===== src/sv/rnfw_ram.sv =====
module rnfw_ram #(
  parameter int WIDTH = 8,
  parameter int DEPTH = 256,
  localparam int ADDR_W = (DEPTH > 1) ? $clog2(DEPTH) : 1
) (
  input  logic              clk_i,
  input  logic              we_i,
  input  logic              re_i,
  input  logic [ADDR_W-1:0] addr_i,
  input  logic [WIDTH-1:0]  wdata_i,
  output logic [WIDTH-1:0]  rdata_o
);

  logic [WIDTH-1:0] mem_q [DEPTH];
  logic [WIDTH-1:0] rdata_q;

  always_ff @(posedge clk_i) begin
    if (we_i) begin
      mem_q[addr_i] <= wdata_i;
    end
    if (re_i) begin
      rdata_q <= mem_q[addr_i];
    end
  end

  assign rdata_o = rdata_q;

endmodule


===== config.mk =====
export PLATFORM = sky130hd
export DESIGN_NAME = rnfw_ram
export DESIGN_NICKNAME = d
export VERILOG_FILES = /design/src/sv/rnfw_ram.sv
export SDC_FILE = /design/constraint.sdc
export NUM_CORES = 2
export LEC_CHECK = 0
export BUFFER_PORTS_ARGS = -buffer_cell sky130_fd_sc_hd__buf_4
export CAP_MARGIN = 5
export CORE_MARGIN = 2
export CORE_UTILIZATION = 45
export DETAILED_ROUTE_END_ITERATION = 7
export HOLD_SLACK_MARGIN = 0.15
export SETUP_SLACK_MARGIN = 0.15
export SLEW_MARGIN = 10
export SYNTH_ARGS = -nofsm -noshare
export SYNTH_HDL_FRONTEND = slang
export SYNTH_SLANG_ARGS = --single-unit

===== constraint.sdc =====
create_clock -name clk_i -period 5.6 [get_ports clk_i]
set_input_delay 1.12 -clock clk_i [delete_from_list [all_inputs] [get_ports clk_i]]
set_output_delay 1.12 -clock clk_i [all_outputs]
set_load 0.01 [all_outputs]

==> metrics.md <==
| Metric | Value |
|---|---|
| Post-Syn Nets | `3566` |
| Crit share post-route | `0.6987` |
| Slew Limit Fails | `0` |
| Reg2Reg Depth | `6` |
| Crit path cell chain | `buf_8 -> buf_12 -> buf_12 -> mux4_2 -> a22oi_1 -> a21oi_1 -> o41ai_1 -> buf_4 -> nand4_1` |
| Synth Area per Inst | `22.15 µm²` |
| Critical path endpoint | `rdata_o[4]$_DFFE_PP_` |
| Most common cell on crit path | `buf_12` |
| Via density | `6.010` |
| Max Fclk | `roughly 260 MHz` |
| RD Place Congestion | `0.8422` |
| CP endpoint kind | `flip-flop` |
| CORE AREA | `173600 µm²` |
| Dpl cells | `5871` |
| Clk sink count | `2056` |
| Post-CTS setup buffers | `0` |
| Setup-failing EPs final | `0` |
| CTS tree | `yes` |
| Worst r2r src | `mem_q[107][4]$_DFFE_PP_` |
| Synth warn | `0` |
| Int Pwr | `24730 µW` |
| Primary FF master, synth | `edfxtp_1` |
| Yosys reg bits | `2056` |
| Drt initial violations | `4447` |
| Async set-reset flop share out of synthesis | `0` |
| CP top delay family | `buffers and inverters` |
| Hold WC Path Type | `in2reg` |
| Util after Layout | `0.5117` |
| Worst reg-to-reg setup slack | `2.72 ns` |
| Clk buf depth | `3` |
| Cell variety after synth | `21` |
| Clock Latency Late Sink | `0.83 ns` |
| Power, Total | `31380 µW` |
| Number of max-cap violations | `0` |
| Yosys top cell area share | `0.7858` |
| Post-CTS resize count | `0` |
| CP required | `between 6 and 7 ns` |
| Final std cells w/o fill | `roughly 6200` |
| Vias in the first global route | `about 38000` |
| Power per cell area | `353.2 nW/µm²` |
| Seq pwr share | `0.542` |
| Hold slack final | `0.6743 ns` |
| Total Die Area | `178000 µm²` |
| Pre-antenna DRT Iters | `8` |
| Tot GR Track Use | `0.2147` |
| # fillers | `13627` |
| Most frequent cell after synthesis | `edfxtp_1` |
| # hold bufs at CTS | `0` |
| Clk_skew | `0.02217 ns` |
| Area leader, netlist | `edfxtp_1` |
| DRC viols | `1` |
| CP max stage delay | `0.86 ns` |
| Net Switching | `6652 µW` |
| Worst path slowest cell | `o41ai_1` |
| Clk root buf | `clkbuf_16` |
| Setup TNS | `0 ns` |
| Layout cells sized above 1 | `0.2667` |
| Crit Path Max Fanout | `63` |
| Critical Path Start | `addr_i[0]` |
| Nets | `roughly 3800` |
| Synthesized area | `78570 µm²` |
| Die Span Y | `~420 µm` |
| GR Overflow Total | `0` |
| Max-slew headroom | `0.1515` |
| Largest net degree at the start of global routing | `158` |
| Row count | `153` |
| Post-synth top cells | `2056 x edfxtp_1, 512 x mux4_2, 256 x a22oi_1, 232 x nor2_1, 145 x clkbuf_1` |
| Sequential share of the synthesized area | `0.7858` |
| Peak supply drop | `0.3220 mV` |
| Synth top area cells | `edfxtp_1 79%, mux4_2 15%, a22oi_1 2.4%` |
| Logic pwr share | `0.046` |
| Starting density of the core | `0.4525` |
| Crit path depth | `9` |
| Critical path arrival | `4.44 ns` |
| Crit Path Class | `in2reg` |
| Io pins | `27` |
| Hpwl dp | `about 110 mm` |
| Status | `finished, violations left` |
| Leak pwr | `~0.027 µW` |
| Overall die width | `roughly 420 µm` |
| DRT antenna net count | `0` |
| Clock Power Share | `0.413` |
| Unrepaired setup endpoints after global routing | `false` |
| Fin crit period | `a little under 4 ns` |
| WL/cell | `30.75 µm` |
| Clk slew on worst S/H paths | `approximately 0.06 ns` |
| EDFF count, synth | `slightly above 2000` |
| Element type at the critical path start | `primary input` |
| Vias | `37482` |
| H-tree lvl count | `4` |
| Failing checks | `DRC` |
| Final wirelength | `around 190 mm` |
| End of the worst register-to-register path | `rdata_o[4]$_DFFE_PP_` |
| Initial antenna violation count | `3` |
| Hold Violations, Final | `0` |
| First-pass GRT wire length | `275.5 mm` |
| Worst path bufs/invs | `4` |
| Switching share of power | `0.2120` |
| Mapped Cells | `3547` |
| PortBufs | `26` |
| Area growth syn-to-layout | `13.08%` |
| Slew @ Worst Pin | `between 1 and 1.5 ns` |
| Number of CTS-inserted buffers | `203` |
[cell families (layout without fill, tap and decap cells)]
| logic type | Yosys count | count (layout) | synth area share |
|---|---|---|---|
| flip-flops | 2056 | 2056 | 0.7858 |
| multiplexers | 512 | 512 | 0.1468 |
| AO/OA/AOI/OAI | 416 | 416 | 0.03618 |
| AND/OR/NAND/NOR | 330 | 330 | 0.01731 |
| buffers and inverters | 233 | 597 | 0.01400 |
| other | 0 | 1 | 0 |
[worst register-to-register path: cells and delay by family (launching register included)]
| kind | cells | cell delay (ns) |
|---|---|---|
| AOI/OAI and AO/OA | 3 | 1.38 |
| buffers and inverters | 1 | 0.27 |
| DFF | 1 | 0.36 |
| muxes | 1 | 0.49 |
| and+or+nand+nor | 1 | 0.09 |
[worst min path at each step]
stage,slack [ns],startpoint,cells past startpoint,endpoint
global placement,0.99,mem_q[240][0]$_DFFE_PP_,5,rdata_o[0]$_DFFE_PP_
global route,0.64,re_i,1,rdata_o[5]$_DFFE_PP_
finish,0.67,re_i,1,rdata_o[5]$_DFFE_PP_
floorplan,0.90,mem_q[146][0]$_DFFE_PP_,5,rdata_o[0]$_DFFE_PP_
detailed placement,1.01,mem_q[178][1]$_DFFE_PP_,5,rdata_o[1]$_DFFE_PP_
CTS,0.61,re_i,1,rdata_o[5]$_DFFE_PP_
[power by group through the flow]
stage,clock network [µW],logic (µW),registers [µW]
6_report,12900,1440,17000
5_1_grt,13700,1520,17000
4_1_cts,13200,1460,17000
3_5_place_dp,0,1460,17300
3_3_place_gp,0,1440,17300
2_1_floorplan,0,754,17300
[state kept, by name, indices dropped and copies added (netlist names)]
name / count
mem_q: 2048
rdata_o: 8
[area by class of cell]
| type | count | area, µm² | share of cell area |
|---|---|---|---|
| clock buffer | 255 | 5339 | 0.06009 |
| antenna | 1 | 2.502 | 0.00002816 |
| multi-input combinational | 1258 | 15860 | 0.1785 |
| clock inverter | 110 | 907.1 | 0.01021 |
| sequential | 2056 | 61740 | 0.6948 |
| inverter | 1 | 3.754 | 0.00004224 |
| timing repair buffer | 231 | 2097 | 0.02360 |
| tap | 2325 | 2909 | 0.03274 |
[through the flow]
step	area [µm²]	setup slack [ns]
6_report	88850	1.687
2_1_floorplan	78570	2.261
3_3_place_gp	82580	0.5646
5_1_grt	88850	1.509
4_1_cts	88830	1.438
3_5_place_dp	82580	0.5622
[cells in the final DEF, fill, tap and decap left out, types with 2 or more instances in the layout]
cell / Yosys / final
clkbuf_1: 145 / 49
buf_12: 0 / 23
a21oi_1: 128 / 128
clkinvlp_4: 0 / 2
edfxtp_1: 2056 / 2056
nor2b_1: 7 / 5
clkinv_2: 0 / 42
buf_4: 16 / 198
nand3_2: 0 / 5
nand4_1: 8 / 8
clkinv_1: 0 / 40
or2_2: 2 / 2
clkbuf_16: 0 / 206
clkinv_8: 0 / 2
nand2b_1: 6 / 4
nor2_1: 232 / 231
nand3_1: 13 / 8
inv_6: 0 / 8
nor3_2: 0 / 6
o41ai_1: 32 / 27
mux4_2: 512 / 512
nand2b_2: 0 / 2
nor2b_4: 0 / 2
nor3_1: 30 / 24
inv_16: 0 / 3
buf_8: 0 / 10
a22oi_1: 256 / 256
and2_1: 3 / 2
o41ai_2: 0 / 5
nand2_1: 28 / 28
bufinv_16: 0 / 11
[metal layers]
metal / wire length, µm / global-route usage
met1: 78950 / 0.3053
met2: 92380 / 0.3386
met3: 14150 / 0.03827
met4: 6284 / 0.07162
met5: 0 / 0
No activity file was read; power rests on OpenSTA's default activity.
