==> config.mk <==
export PLATFORM = sky130hd
export DESIGN_NAME = rnfw_ctrl
export DESIGN_NICKNAME = d
export VERILOG_FILES = /design/src/sv/rnfw_pkg.sv /design/src/sv/rnfw_ctrl.sv
export SDC_FILE = /design/constraint.sdc
export NUM_CORES = 1
export LEC_CHECK = 0
export ABC_CLOCK_PERIOD_IN_PS = 1800
export BUFFER_PORTS_ARGS = -buffer_cell sky130_fd_sc_hd__buf_2
export CORE_AREA = 3 3 40 42
export CTS_BUF_LIST = sky130_fd_sc_hd__clkbuf_4 sky130_fd_sc_hd__clkbuf_8
export CTS_CLUSTER_DIAMETER = 150
export CTS_CLUSTER_SIZE = 28
export DETAILED_ROUTE_END_ITERATION = 12
export DIE_AREA = 0 0 43 45
export PLACE_DENSITY = 0.35
export SYNTH_ARGS = -nofsm -noshare
export SYNTH_HDL_FRONTEND = slang
export SYNTH_SLANG_ARGS = --single-unit
export TNS_END_PERCENT = 50
==> constraint.sdc <==
create_clock -name clk_i -period 1.8 [get_ports clk_i]
set_input_delay 0.09 -clock clk_i [delete_from_list [all_inputs] [get_ports clk_i]]
set_output_delay 0.09 -clock clk_i [all_outputs]
set_load 0.05 [all_outputs]
==> src/sv/rnfw_pkg.sv <==
package rnfw_pkg;

  localparam int PANEL_WIDTH_DEF  = 800;
  localparam int PANEL_HEIGHT_DEF = 480;

  localparam int POS_W        = 11;
  localparam int COORD_W      = 10;
  localparam int CI_W         = 3;
  localparam int CODE_W       = 4;
  localparam int NUM_COLOURS  = 6;
  localparam int BYTE_W       = 8;
  localparam int ADDR_FIELD_W = 18;
  localparam int WIDE_W       = 20;
  localparam int PADDR_W      = 5;
  localparam int PDATA_W      = 32;

  localparam logic OP_WRITE = 1'b0;
  localparam logic OP_READ  = 1'b1;

  localparam logic [1:0] ST_WRITTEN    = 2'd0;
  localparam logic [1:0] ST_OOB        = 2'd1;
  localparam logic [1:0] ST_BAD_COLOUR = 2'd2;
  localparam logic [1:0] ST_READ       = 2'd3;

  localparam logic [1:0] ROT_FLIP_BOTH   = 2'd0;
  localparam logic [1:0] ROT_SWAP_FLIP_Y = 2'd1;
  localparam logic [1:0] ROT_IDENTITY    = 2'd2;
  localparam logic [1:0] ROT_SWAP_FLIP_X = 2'd3;

  localparam logic [2:0] REG_ROTATION      = 3'd0;
  localparam logic [2:0] REG_PALETTE_FIRST = 3'd1;
  localparam logic [2:0] REG_PALETTE_LAST  = 3'd6;

  typedef struct packed {
    logic [1:0]                         rotation;
    logic [NUM_COLOURS-1:0][CODE_W-1:0] palette;
  } cfg_t;

  typedef struct packed {
    logic capture;
    logic map;
    logic ram_rd;
    logic load;
  } ctrl_cmd_t;

  typedef struct packed {
    logic out_free;
  } dp_sts_t;

endpackage

==> src/sv/rnfw_ctrl.sv <==
module rnfw_ctrl
  import rnfw_pkg::*;
(
  input  logic      clk_i,
  input  logic      rst_ni,
  input  logic      in_valid_i,
  output logic      in_stall_o,
  input  dp_sts_t   sts_i,
  output ctrl_cmd_t cmd_o
);

  localparam logic [1:0] S_IDLE  = 2'd0;
  localparam logic [1:0] S_MAP   = 2'd1;
  localparam logic [1:0] S_RD    = 2'd2;
  localparam logic [1:0] S_MERGE = 2'd3;

  logic [1:0] state_q, state_d;

  always_comb begin
    state_d = state_q;
    cmd_o   = '0;
    unique case (state_q)
      S_IDLE: begin
        if (in_valid_i) begin
          cmd_o.capture = 1'b1;
          state_d       = S_MAP;
        end
      end
      S_MAP: begin
        cmd_o.map = 1'b1;
        state_d   = S_RD;
      end
      S_RD: begin
        cmd_o.ram_rd = 1'b1;
        state_d      = S_MERGE;
      end
      S_MERGE: begin
        // hold until the output register can take the result
        if (sts_i.out_free) begin
          cmd_o.load = 1'b1;
          state_d    = S_IDLE;
        end
      end
      default: state_d = S_IDLE;
    endcase
  end

  assign in_stall_o = (state_q != S_IDLE);

  always_ff @(posedge clk_i or negedge rst_ni) begin
    if (!rst_ni) begin
      state_q <= S_IDLE;
    end else begin
      state_q <= state_d;
    end
  end

`ifndef SYNTHESIS
  a_accept_to_map: assert property (@(posedge clk_i) disable iff (!rst_ni)
    (in_valid_i && !in_stall_o) |=> (state_q == S_MAP))
    else $error("accepted transaction did not enter mapping");

  a_load_needs_room: assert property (@(posedge clk_i) disable iff (!rst_ni)
    cmd_o.load |-> sts_i.out_free)
    else $error("result loaded over an unaccepted transaction");

  a_map_to_read: assert property (@(posedge clk_i) disable iff (!rst_ni)
    (state_q == S_MAP) |=> (state_q == S_RD))
    else $error("mapping not followed by store read");
`endif

endmodule

==> impl_metrics.csv <==
group,metric,value,unit
run_status,status,"completed",
final_layout,area_growth,50.0,%
synth,synthArstFlopShare,100,%
synth,yosysMostFrequentCell,"ha_1",
sta,rsz0062_at_grt,"no",
die,core_region_area,0.00128,mm²
synth,syn_nets,26,
sta,slew_headroom,83.5,%
placement,gp_congestion,0.624,
placement,numPortBuffers,8,
final_layout,antenna-diode-count,0,
routing,drc,0,
critical_path,crit_cells,4,
routing,firstDrtPassIters,2,
critical_path,crit_type,"register to output port",
global_routing,use_met2,5.69,%
critical_path,crit_buf_inv,2,
clocking,post_cts_resized,0,
critical_path,max_stage_delay,0.39,ns
sta,hold_violations,0,
clocking,cts_root_buf,"clkbuf_4",
clocking,clk_path_buf_depth,2,
clocking,htreeDepth,1,
die,io_pins,9,
synth,synth_edf_count,0,
sta,layout_min_cycle_time,1.37,ns
die,die_area,0.00194,mm²
routing,drt_iter0_drc,2,
critical_path,cp.arrival,1.28,ns
critical_path,worstPathMaxFanout,4,
final_layout,fillers,142,
placement,place_hpwl,276,µm
synth,syn_inst,17,
die,dieHeight,45,µm
final_layout,top_register,"state_q",
global_routing,grt_antenna_before_repair,0,
global_routing,track_usage,4.25,%
sta,finalSetupViolCount,0,
synth,synth.avg_cell_area,10.7,µm²
synth,netlist.area_leader.share,34.2,%
sta,slew_viol_final,0,
synth,yosys_warnings,0,
global_routing,globalRoute.busiestLayer,"met2",
clocking,cts.clk_slew.worst_paths,0.03,ns
routing,drtAntennaViolNets,0,
global_routing,grtUsageMet1,3.62,%
clocking,cts_tree,"yes",
global_routing,grt-ovfl-total,0,
synth,ys_ff_latch,2,
clocking,cts_buffers,3,
synth,synthFlopType,"dfrtp_1",
critical_path,r2r_cells,5,
sta,period_share,76.2,%
critical_path,end_kind,"output port",
sta,tightest_slew,0.250,ns
synth,seq_area_frac_synth,27.4,%
synth,yosysUniqueCellTypes,9,
global_routing,grt_pass1_vias,151,
critical_path,crit_family,"flip-flops",
critical_path,critPathRequiredTime,1.71,ns
global_routing,grt_pass1_wl,545,µm
critical_path,startpoint_type,"register",
synth,yosys.area.top_type,"ha_1",
clocking,cts.sinks,2,
hold_path,hp-class,"input port to async pin",
critical_path,worst_path_max_delay_cell,"dfrtp_1",
synth,ys_top_cells_by_area,"ha_1 (34%), dfrtp_1 (27%), inv_1 (8.2%)",
die,dieWidth,43,µm
routing,avgRoutedWirePerCell,7.70,µm
job,cap_violations,0,
final_layout,largestRegisters,"state_q (2)",
global_routing,met3_usage,4.38,%
clocking,insertion_delay,0.22,ns
sta,finalClockSkew,0.00335,ns
synth,synth.top_cells.by_count,"ha_1 (5), inv_1 (4), dfrtp_1 (2)",
routing,via_count,145,
synth,netlist_area,183,µm²
final_layout,largest_reg_flops,2,
die,start_util,14.2,%
die,fp-row-count,13,
sta,max_freq,729,MHz
routing,vias_per_cell,3.30,
routing,wl,339,µm
sta,final.setup.tns,0,ns
final_layout,drive_gt1_share,48.3,%
final_layout,num-nets-final,40,
critical_path,path_cells,"inv_1 > ha_1 > and2_1 > buf_2",
global_routing,grt_max_degree,5,
[per-stage QoR]
stage	setup slack, ns	area, µm²	utilization [%]	instances	hold WS (ns)
after floorplan	0.252	183	-	17	-0.206
after global placement	0.468	241	18.8	40	-0.125
after detailed placement	0.446	241	18.8	40	-0.124
after CTS	0.406	274	21.3	44	0.166
after global routing	0.353	274	21.3	44	0.189
final	0.428	274	21.3	44	0.176
[path summary, 6_finish.rpt]
check	from	to	slack [ns]
setup / recovery	state_q[0]	cmd_o[3]	0.43
hold / removal	rst_ni	state_q[1]	0.18
setup reg to reg	state_q[0]	state_q[1]	0.46
hold reg to reg	state_q[1]	state_q[1]	0.58
max in group asynchronous	rst_ni	state_q[0]	1.53
min in group clk_i	sts_i	state_q[0]	0.22
[repair_timing]
| item | CTS | global route |
|---|---|---|
| buffers inserted | 0 | 0 |
| hold buffers | 1 | 0 |
| hold endpoints to repair | 2 | 0 |
| endpoints found under the setup margin | 0 | 0 |
[cell usage in the layout (no fill, tap or decap)]
cell	netlist	layout
and2_1	1	1
and2_2	1	1
buf_2	0	8
clkbuf_4	0	3
dfrtp_1	2	2
dlygate4sd3_1	0	1
ha_1	5	5
inv_1	4	4
mux2_4	1	1
mux2i_1	1	1
nor2_1	1	1
o22ai_2	1	1
[cells by family (layout without fill, tap and decap cells)]
| kind of cell | after synthesis | count (layout) | synth area share, % |
|---|---|---|---|
| compound gates | 1 | 1 | 6.85 |
| fa+ha+maj | 5 | 5 | 34.2 |
| mux | 2 | 2 | 13.7 |
| simple gates | 3 | 3 | 9.59 |
| buf+inv | 4 | 16 | 8.22 |
| flops | 2 | 2 | 27.4 |
[per-layer routing]
| metal | share of wire (%) | wire length (µm) |
|---|---|---|
| met1 | 44 | 150 |
| met2 | 41 | 139 |
| met3 | 14 | 48 |
| met4 | 0 | 0 |
| met5 | 0 | 0 |
[area by class of cell]
type | instances | area (µm²) | area share, %
Tap cell | 15 | 18.8 | 6.85
Multi-Input combinational cell | 11 | 118 | 42.9
Sequential cell | 2 | 50.0 | 18.3
Clock buffer | 3 | 22.5 | 8.22
Timing Repair Buffer | 9 | 50.0 | 18.3
Inverter | 4 | 15.0 | 5.48
Power is not shown: default switching activity piles up to over one toggle a cycle in this logic, so the estimate is an artifact.
