`config.mk`:
```
export PLATFORM = sky130hd
export DESIGN_NAME = rnfw_dp
export DESIGN_NICKNAME = d
export VERILOG_FILES = /design/src/sv/rnfw_pkg.sv /design/src/sv/rnfw_dp.sv
export SDC_FILE = /design/constraint.sdc
export NUM_CORES = 1
export LEC_CHECK = 0
export ABC_CLOCK_PERIOD_IN_PS = 4100
export BUFFER_PORTS_ARGS = -buffer_cell sky130_fd_sc_hd__buf_2
export CAP_MARGIN = 20
export CORE_MARGIN = 3
export CORE_UTILIZATION = 28
export DETAILED_ROUTE_END_ITERATION = 10
export GPL_TIMING_DRIVEN = 0
export PLACE_DENSITY = 0.56
export REMOVE_ABC_BUFFERS = 1
export SYNTH_ARGS = -nofsm -noshare
export SYNTH_HDL_FRONTEND = slang
export SYNTH_SLANG_ARGS = --single-unit
export TNS_END_PERCENT = 1
```
`constraint.sdc`:
```
create_clock -name clk_i -period 4.1 [get_ports clk_i]
set_input_delay 0.615 -clock clk_i [delete_from_list [all_inputs] [get_ports clk_i]]
set_output_delay 0.615 -clock clk_i [all_outputs]
set_load 0.005 [all_outputs]
```
`src/sv/rnfw_pkg.sv`:
```
package rnfw_pkg;

  localparam int PANEL_WIDTH_DEF  = 800;
  localparam int PANEL_HEIGHT_DEF = 480;

  localparam int POS_W        = 11;
  localparam int COORD_W      = 10;
  localparam int CI_W         = 3;
  localparam int CODE_W       = 4;
  localparam int NUM_COLOURS  = 6;
  localparam int BYTE_W       = 8;
  localparam int ADDR_FIELD_W = 18;
  localparam int WIDE_W       = 20;
  localparam int PADDR_W      = 5;
  localparam int PDATA_W      = 32;

  localparam logic OP_WRITE = 1'b0;
  localparam logic OP_READ  = 1'b1;

  localparam logic [1:0] ST_WRITTEN    = 2'd0;
  localparam logic [1:0] ST_OOB        = 2'd1;
  localparam logic [1:0] ST_BAD_COLOUR = 2'd2;
  localparam logic [1:0] ST_READ       = 2'd3;

  localparam logic [1:0] ROT_FLIP_BOTH   = 2'd0;
  localparam logic [1:0] ROT_SWAP_FLIP_Y = 2'd1;
  localparam logic [1:0] ROT_IDENTITY    = 2'd2;
  localparam logic [1:0] ROT_SWAP_FLIP_X = 2'd3;

  localparam logic [2:0] REG_ROTATION      = 3'd0;
  localparam logic [2:0] REG_PALETTE_FIRST = 3'd1;
  localparam logic [2:0] REG_PALETTE_LAST  = 3'd6;

  typedef struct packed {
    logic [1:0]                         rotation;
    logic [NUM_COLOURS-1:0][CODE_W-1:0] palette;
  } cfg_t;

  typedef struct packed {
    logic capture;
    logic map;
    logic ram_rd;
    logic load;
  } ctrl_cmd_t;

  typedef struct packed {
    logic out_free;
  } dp_sts_t;

endpackage

```
`src/sv/rnfw_dp.sv`:
```
module rnfw_dp
  import rnfw_pkg::*;
#(
  parameter int PANEL_WIDTH  = PANEL_WIDTH_DEF,
  parameter int PANEL_HEIGHT = PANEL_HEIGHT_DEF,
  localparam int ROW_BYTES   = (PANEL_WIDTH + 1) / 2,
  localparam int STORE_BYTES = ROW_BYTES * PANEL_HEIGHT,
  localparam int ADDR_W      = (STORE_BYTES > 1) ? $clog2(STORE_BYTES) : 1
) (
  input  logic                      clk_i,
  input  logic                      rst_ni,
  input  ctrl_cmd_t                 cmd_i,
  output dp_sts_t                   sts_o,
  input  cfg_t                      cfg_i,
  input  logic                      op_i,
  input  logic signed [POS_W-1:0]   pos_x_i,
  input  logic signed [POS_W-1:0]   pos_y_i,
  input  logic [CI_W-1:0]           colour_index_i,
  input  logic [ADDR_FIELD_W-1:0]   read_address_i,
  output logic                      ram_we_o,
  output logic                      ram_re_o,
  output logic [ADDR_W-1:0]         ram_addr_o,
  output logic [BYTE_W-1:0]         ram_wdata_o,
  input  logic [BYTE_W-1:0]         ram_rdata_i,
  output logic                      out_valid_o,
  input  logic                      out_stall_i,
  output logic [1:0]                status_o,
  output logic [ADDR_FIELD_W-1:0]   byte_address_o,
  output logic [BYTE_W-1:0]         byte_value_o
);

  localparam logic [COORD_W-1:0] WIDTH_M1  = COORD_W'(PANEL_WIDTH - 1);
  localparam logic [COORD_W-1:0] HEIGHT_M1 = COORD_W'(PANEL_HEIGHT - 1);

  // captured transaction
  logic                    op_q;
  logic [POS_W-1:0]        x_q, y_q;
  logic [CI_W-1:0]         ci_q;
  logic [ADDR_FIELD_W-1:0] ra_q;

  always_ff @(posedge clk_i) begin
    if (cmd_i.capture) begin
      op_q <= op_i;
      x_q  <= pos_x_i;
      y_q  <= pos_y_i;
      ci_q <= colour_index_i;
      ra_q <= read_address_i;
    end
  end

  // rotation, bounds and address
  logic [COORD_W-1:0]      x10, y10, px, py;
  logic [POS_W-1:0]        user_w, user_h;
  logic                    oob, bad_colour, ra_in_range;
  logic [WIDE_W-1:0]       row_off, wr_addr, ra_wide;

  logic [1:0]              status_q, status_d;
  logic [ADDR_FIELD_W-1:0] baddr_q, baddr_d;
  logic [ADDR_W-1:0]       addr_q, addr_d;
  logic                    sub_q, sub_d;
  logic [CODE_W-1:0]       code_q, code_d;
  logic                    need_ram_q, need_ram_d;
  logic                    is_write_q, is_write_d;

  assign x10 = x_q[COORD_W-1:0];
  assign y10 = y_q[COORD_W-1:0];

  always_comb begin
    if (cfg_i.rotation[0]) begin
      user_w = POS_W'(PANEL_HEIGHT);
      user_h = POS_W'(PANEL_WIDTH);
    end else begin
      user_w = POS_W'(PANEL_WIDTH);
      user_h = POS_W'(PANEL_HEIGHT);
    end
  end

  assign oob = x_q[POS_W-1] || y_q[POS_W-1] ||
               ({1'b0, x10} >= user_w) || ({1'b0, y10} >= user_h);
  assign bad_colour = (ci_q > CI_W'(NUM_COLOURS - 1));

  always_comb begin
    unique case (cfg_i.rotation)
      ROT_FLIP_BOTH: begin
        px = WIDTH_M1 - x10;
        py = HEIGHT_M1 - y10;
      end
      ROT_SWAP_FLIP_Y: begin
        px = y10;
        py = HEIGHT_M1 - x10;
      end
      ROT_SWAP_FLIP_X: begin
        px = WIDTH_M1 - y10;
        py = x10;
      end
      default: begin
        px = x10;
        py = y10;
      end
    endcase
  end

  assign row_off     = WIDE_W'(py) * WIDE_W'(ROW_BYTES);
  assign wr_addr     = row_off + WIDE_W'(px[COORD_W-1:1]);
  assign ra_wide     = WIDE_W'(ra_q);
  assign ra_in_range = (ra_wide < WIDE_W'(STORE_BYTES));

  always_comb begin
    status_d   = ST_WRITTEN;
    baddr_d    = '0;
    addr_d     = ra_wide[ADDR_W-1:0];
    sub_d      = px[0];
    code_d     = '0;
    need_ram_d = 1'b0;
    is_write_d = 1'b0;
    priority if (op_q == OP_READ) begin
      status_d   = ST_READ;
      baddr_d    = ra_q;
      need_ram_d = ra_in_range;
    end else if (oob) begin
      status_d = ST_OOB;
    end else if (bad_colour) begin
      status_d = ST_BAD_COLOUR;
    end else begin
      status_d   = ST_WRITTEN;
      baddr_d    = ADDR_FIELD_W'(wr_addr);
      addr_d     = wr_addr[ADDR_W-1:0];
      code_d     = cfg_i.palette[ci_q];
      need_ram_d = 1'b1;
      is_write_d = 1'b1;
    end
  end

  always_ff @(posedge clk_i) begin
    if (cmd_i.map) begin
      status_q   <= status_d;
      baddr_q    <= baddr_d;
      addr_q     <= addr_d;
      sub_q      <= sub_d;
      code_q     <= code_d;
      need_ram_q <= need_ram_d;
      is_write_q <= is_write_d;
    end
  end

  // nibble merge: even column in the high nibble
  logic [BYTE_W-1:0] merged, value;

  assign merged = sub_q ? {ram_rdata_i[BYTE_W-1:CODE_W], code_q}
                        : {code_q, ram_rdata_i[CODE_W-1:0]};

  always_comb begin
    priority if (!need_ram_q) begin
      value = '0;
    end else if (is_write_q) begin
      value = merged;
    end else begin
      value = ram_rdata_i;
    end
  end

  assign ram_re_o    = cmd_i.ram_rd && need_ram_q;
  assign ram_we_o    = cmd_i.load && is_write_q;
  assign ram_addr_o  = addr_q;
  assign ram_wdata_o = merged;

  // output register
  logic                    out_valid_q, out_valid_d;
  logic [1:0]              out_status_q;
  logic [ADDR_FIELD_W-1:0] out_addr_q;
  logic [BYTE_W-1:0]       out_value_q;

  always_comb begin
    out_valid_d = out_valid_q;
    if (cmd_i.load) begin
      out_valid_d = 1'b1;
    end else if (out_valid_q && !out_stall_i) begin
      out_valid_d = 1'b0;
    end
  end

  always_ff @(posedge clk_i or negedge rst_ni) begin
    if (!rst_ni) begin
      out_valid_q <= 1'b0;
    end else begin
      out_valid_q <= out_valid_d;
    end
  end

  always_ff @(posedge clk_i) begin
    if (cmd_i.load) begin
      out_status_q <= status_q;
      out_addr_q   <= baddr_q;
      out_value_q  <= value;
    end
  end

  assign out_valid_o    = out_valid_q;
  assign status_o       = out_status_q;
  assign byte_address_o = out_addr_q;
  assign byte_value_o   = out_value_q;

  assign sts_o.out_free = !out_valid_q || !out_stall_i;

`ifndef SYNTHESIS
  a_load_shows_result: assert property (@(posedge clk_i) disable iff (!rst_ni)
    cmd_i.load |=> out_valid_o)
    else $error("loaded result not presented");
`endif

endmodule

```
==> results.yml <==
logic_synthesis:
  synth.avg_cell_area_sq_um: 12.4
  post_synth_instance_area_sq_mm: 0.00643
  ys_async_sr_fraction_pct: 0.847
  ys_dominant_reg_cell: "sky130_fd_sc_hd__edfxtp_1"
  synth_edf_count: 117
  ys_warn_count: 0
  sequential_cell_area_fraction_in_the_yosys_report_pct: 55.0
  synth_seq_cells: 118
  netlist_instances: 517
  synth.distinct_cells: 57
worst_setup_path:
  timing.critical_path.required_ns: 4.26
  worst_setup_start_kind: "primary input"
  max_stage_delay_ns: 0.55
  crit_path_start: "cfg_i[24]"
  worst_setup_path_end_kind: "flip-flop"
  worst_setup_path_endpoint: "baddr_q[17]"
  crit_type: "primary input to flip-flop"
  cp_max_fo: 7
  path_common_cell: "sky130_fd_sc_hd__ha_4"
  r2r-start: "y_q[5]"
  worst-r2r-setup-slack_ns: 0.06
  rr_endpoint: "baddr_q[17]"
  timing.critical_path.slowest_stage_cell: "sky130_fd_sc_hd__fa_1"
  reg2regPathDepth: 14
  critical_path.cell_chain: "buf_16, clkinvlp_4, nor2_4, mux2_4, ha_4, mux2i_4, ha_4, ha_4, fa_1, ha_4, and3_4, a221oi_4, xnor2_2, nand4b_1, nor2_2, and2_1, o211ai_1"
  crit_arrival_ns: 4.28
clocking:
  cts_tree: "yes"
  clk_transition_reported_paths_ns: 0.06
  cts_made_buffers: 17
  cts.sink_count: 118
  cts_htree_levels: 4
  cts_buffer_depth: 2
  clock_latency_ns: 0.41
  cts.root.buffer_cell: "sky130_fd_sc_hd__clkbuf_16"
detailed_routing:
  drt_pre_antenna_iters: 5
  detailed_route_drc_error_count: 0
  route.final.wire_length_mm: 14.5
  wire_per_inst_um: 15.0
  vias_per_cell: 4.43
  final_antenna_net_count: 0
  drt_first_iter_violations: 173
  route.vias.total: 4303
run_status:
  status: "finished, violations left"
  violations: "setup timing"
sta:
  worst_slew_pin_slew_ns: 1.01
  setup_slack_ns: -0.0263
  fin_worst_skew_ns: 0.0114
  timing.hold.ws_ns: 0.376
  setup_repair_after_global_routing_missed_its_margin: "yes"
  min_period_ns: 4.13
  finalHoldViolCount: 0
  max-slew-margin-rel_pct: 32.8
  timing.final.max_slew_violations: 0
  finalCritPeriodShare_pct: 101
  finalSetupViolations: 5
  setup_tns_ns: -0.0983
  timing.fmax_mhz: 242
pwr:
  report.power.total_mw: 4.74
  sequentialPowerShare_pct: 31.8
  power.internal_mw: 3.18
  p_switching_mw: 1.56
  p_comb_share_pct: 38.2
  pwr-share-clk_pct: 30.0
  leakagePower_nw: 3.60
  power_per_cell_area_mw_per_mm2: 563
  net_switching_share_of_the_total_power_pct: 32.9
  largest_vdd_supply_drop_mv: 0.263
global_route:
  number_of_global_route_vias_before_repair: 4291
  grt.total_usage_pct: 12.0
  global_route.overflow_total: 0
  number_of_antenna_violations_at_the_first_check_in_global_routing: 0
  grt_first_pass_wirelength_mm: 22.9
  pin_count_of_the_biggest_net_entering_global_routing: 46
place:
  portbufs: 142
  dp_hpwl_mm: 10.6
  placement.cell_area_sq_mm: 0.00738
  gp_congestion: 0.764
cells_and_area:
  antenna_cells: 0
  layout.nets: 815
  final_core_utilization_pct: 38.0
  fraction_of_final_layout_cells_with_drive_strength_greater_than_1_pct: 36.0
  finalInstanceArea_sq_mm: 0.00841
  area_growth_pct: 30.8
min_path:
  worstHoldPathType: "primary input to flip-flop"
  timing.hold.worst.start: "read_address_i[2]"
floorplan:
  pin_count: 143
  floorplan.initialDensity_pct: 29.0
  placeableCoreArea_sq_mm: 0.0222
  rows: 54
  chipHeight_um: 158
  die_area_sq_mm: 0.0248
  die_x_um: 158
job:
  maxCapViolCount: 0
==> worst min-delay path by stage <==
| stage | cells after the start | slack, ns | endpoint |
|---|---|---|---|
| 3_3_place_gp | 1 | 0.39 | out_valid_o |
| 5_1_grt | 1 | 0.35 | ra_q[2] |
| 2_1_floorplan | 0 | 0.32 | out_valid_o |
| 4_1_cts | 1 | 0.35 | ra_q[2] |
| 6_report | 1 | 0.38 | ra_q[2] |
| 3_5_place_dp | 1 | 0.40 | out_valid_o |
==> area by class of cell <==
class                      count  area, sq um
clock buffer                  17          425
fill                        2178        13700
timing repair buffer         164          945
tap                          280          350
inverter                      16         65.1
sequential                   118         3540
multi-input combinational    362         2950
clock inverter                15          143
==> cells in the final DEF (no fill, tap or decap), types with 11 or more instances in the layout <==
master                        n
sky130_fd_sc_hd__mux2i_1     27
sky130_fd_sc_hd__buf_2      140
sky130_fd_sc_hd__buf_4       19
sky130_fd_sc_hd__xnor2_1     14
sky130_fd_sc_hd__a21o_1      11
sky130_fd_sc_hd__a21oi_1     13
sky130_fd_sc_hd__inv_1       14
sky130_fd_sc_hd__nor2b_1     15
sky130_fd_sc_hd__nor2_1      23
sky130_fd_sc_hd__ha_1        38
sky130_fd_sc_hd__o21ai_0     13
sky130_fd_sc_hd__nand2_1     86
sky130_fd_sc_hd__edfxtp_1   117
sky130_fd_sc_hd__clkbuf_16   17
==> critical path, delay by kind of cell <==
kind                     cells  cell delay [ns]
adder cells (fa/ha/maj)      5             1.49
AND/OR/NAND/NOR              5             0.85
multiplexers                 2             0.55
AO/OA/AOI/OAI                2             0.38
buffers and inverters        2             0.22
XOR/XNOR                     1             0.15
==> layer usage <==
layer / GRT usage [%] / routed length, um / vias up
li1: - / - / 2210
met1: 16.2 / 6830 / 1973
met2: 18.9 / 6840 / 105
met3: 2.86 / 672 / 15
met4: 4.09 / 197 / 0
met5: 0 / 0 / -
==> Yosys cell counts, types with 12 or more instances <==
cell / number / area (sq um)
sky130_fd_sc_hd__edfxtp_1: 117 / 3510
sky130_fd_sc_hd__nand2_1: 86 / 323
sky130_fd_sc_hd__ha_1: 45 / 563
sky130_fd_sc_hd__mux2i_1: 31 / 310
sky130_fd_sc_hd__nor2_1: 25 / 93.8
sky130_fd_sc_hd__xnor2_1: 18 / 158
sky130_fd_sc_hd__inv_1: 15 / 56.3
sky130_fd_sc_hd__nor2b_1: 15 / 93.8
sky130_fd_sc_hd__a21oi_1: 14 / 70.1
sky130_fd_sc_hd__o21ai_0: 14 / 70.1
sky130_fd_sc_hd__clkbuf_1: 13 / 48.8
sky130_fd_sc_hd__mux2_2: 12 / 135
==> sequential cells by signal, summed over array words and instances, names as in the netlist, 4 cells and up <==
signal	count
baddr_q	18
byte_address_o	18
ra_q	18
ram_addr_o	18
x_q	11
y_q	11
byte_value_o	8
code_q	4
==> logic make-up after synthesis <==
group	synth area share (%)
muxes	8.33
AOI/OAI and AO/OA	7.69
buffers and inverters	2.67
DFF	55.0
xor gates and xnor gates	3.95
adders and majority gates	10.6
and+or+nand+nor	11.7
==> power groups by stage <==
stage               clock network, mW  registers, mW  logic [mW]
finish                           1.42           1.51        1.81
global route                     1.52           1.52        2.03
CTS                              1.46           1.51        1.68
detailed placement                  0           1.53        1.46
global placement                    0           1.53        1.47
floorplan                           0           1.52        1.08
==> through the flow <==
step,setup WS [ns],std cells
after floorplan,-0.492,496
after global placement,-1.72,918
after detailed placement,-1.72,918
after CTS,-0.122,968
after global routing,-0.226,972
final,-0.0263,972
==> repair_timing <==
item | CTS | global route
pin swaps | 10 | 8
resized for setup | 30 | 13
hold buffers | 1 | 0
endpoints found under the setup margin | 16 | 11
setup buffers | 16 | 3
hold endpoints to repair | 1 | 0
gates cloned | 1 | 0
Power figures use the tool's default switching activity.
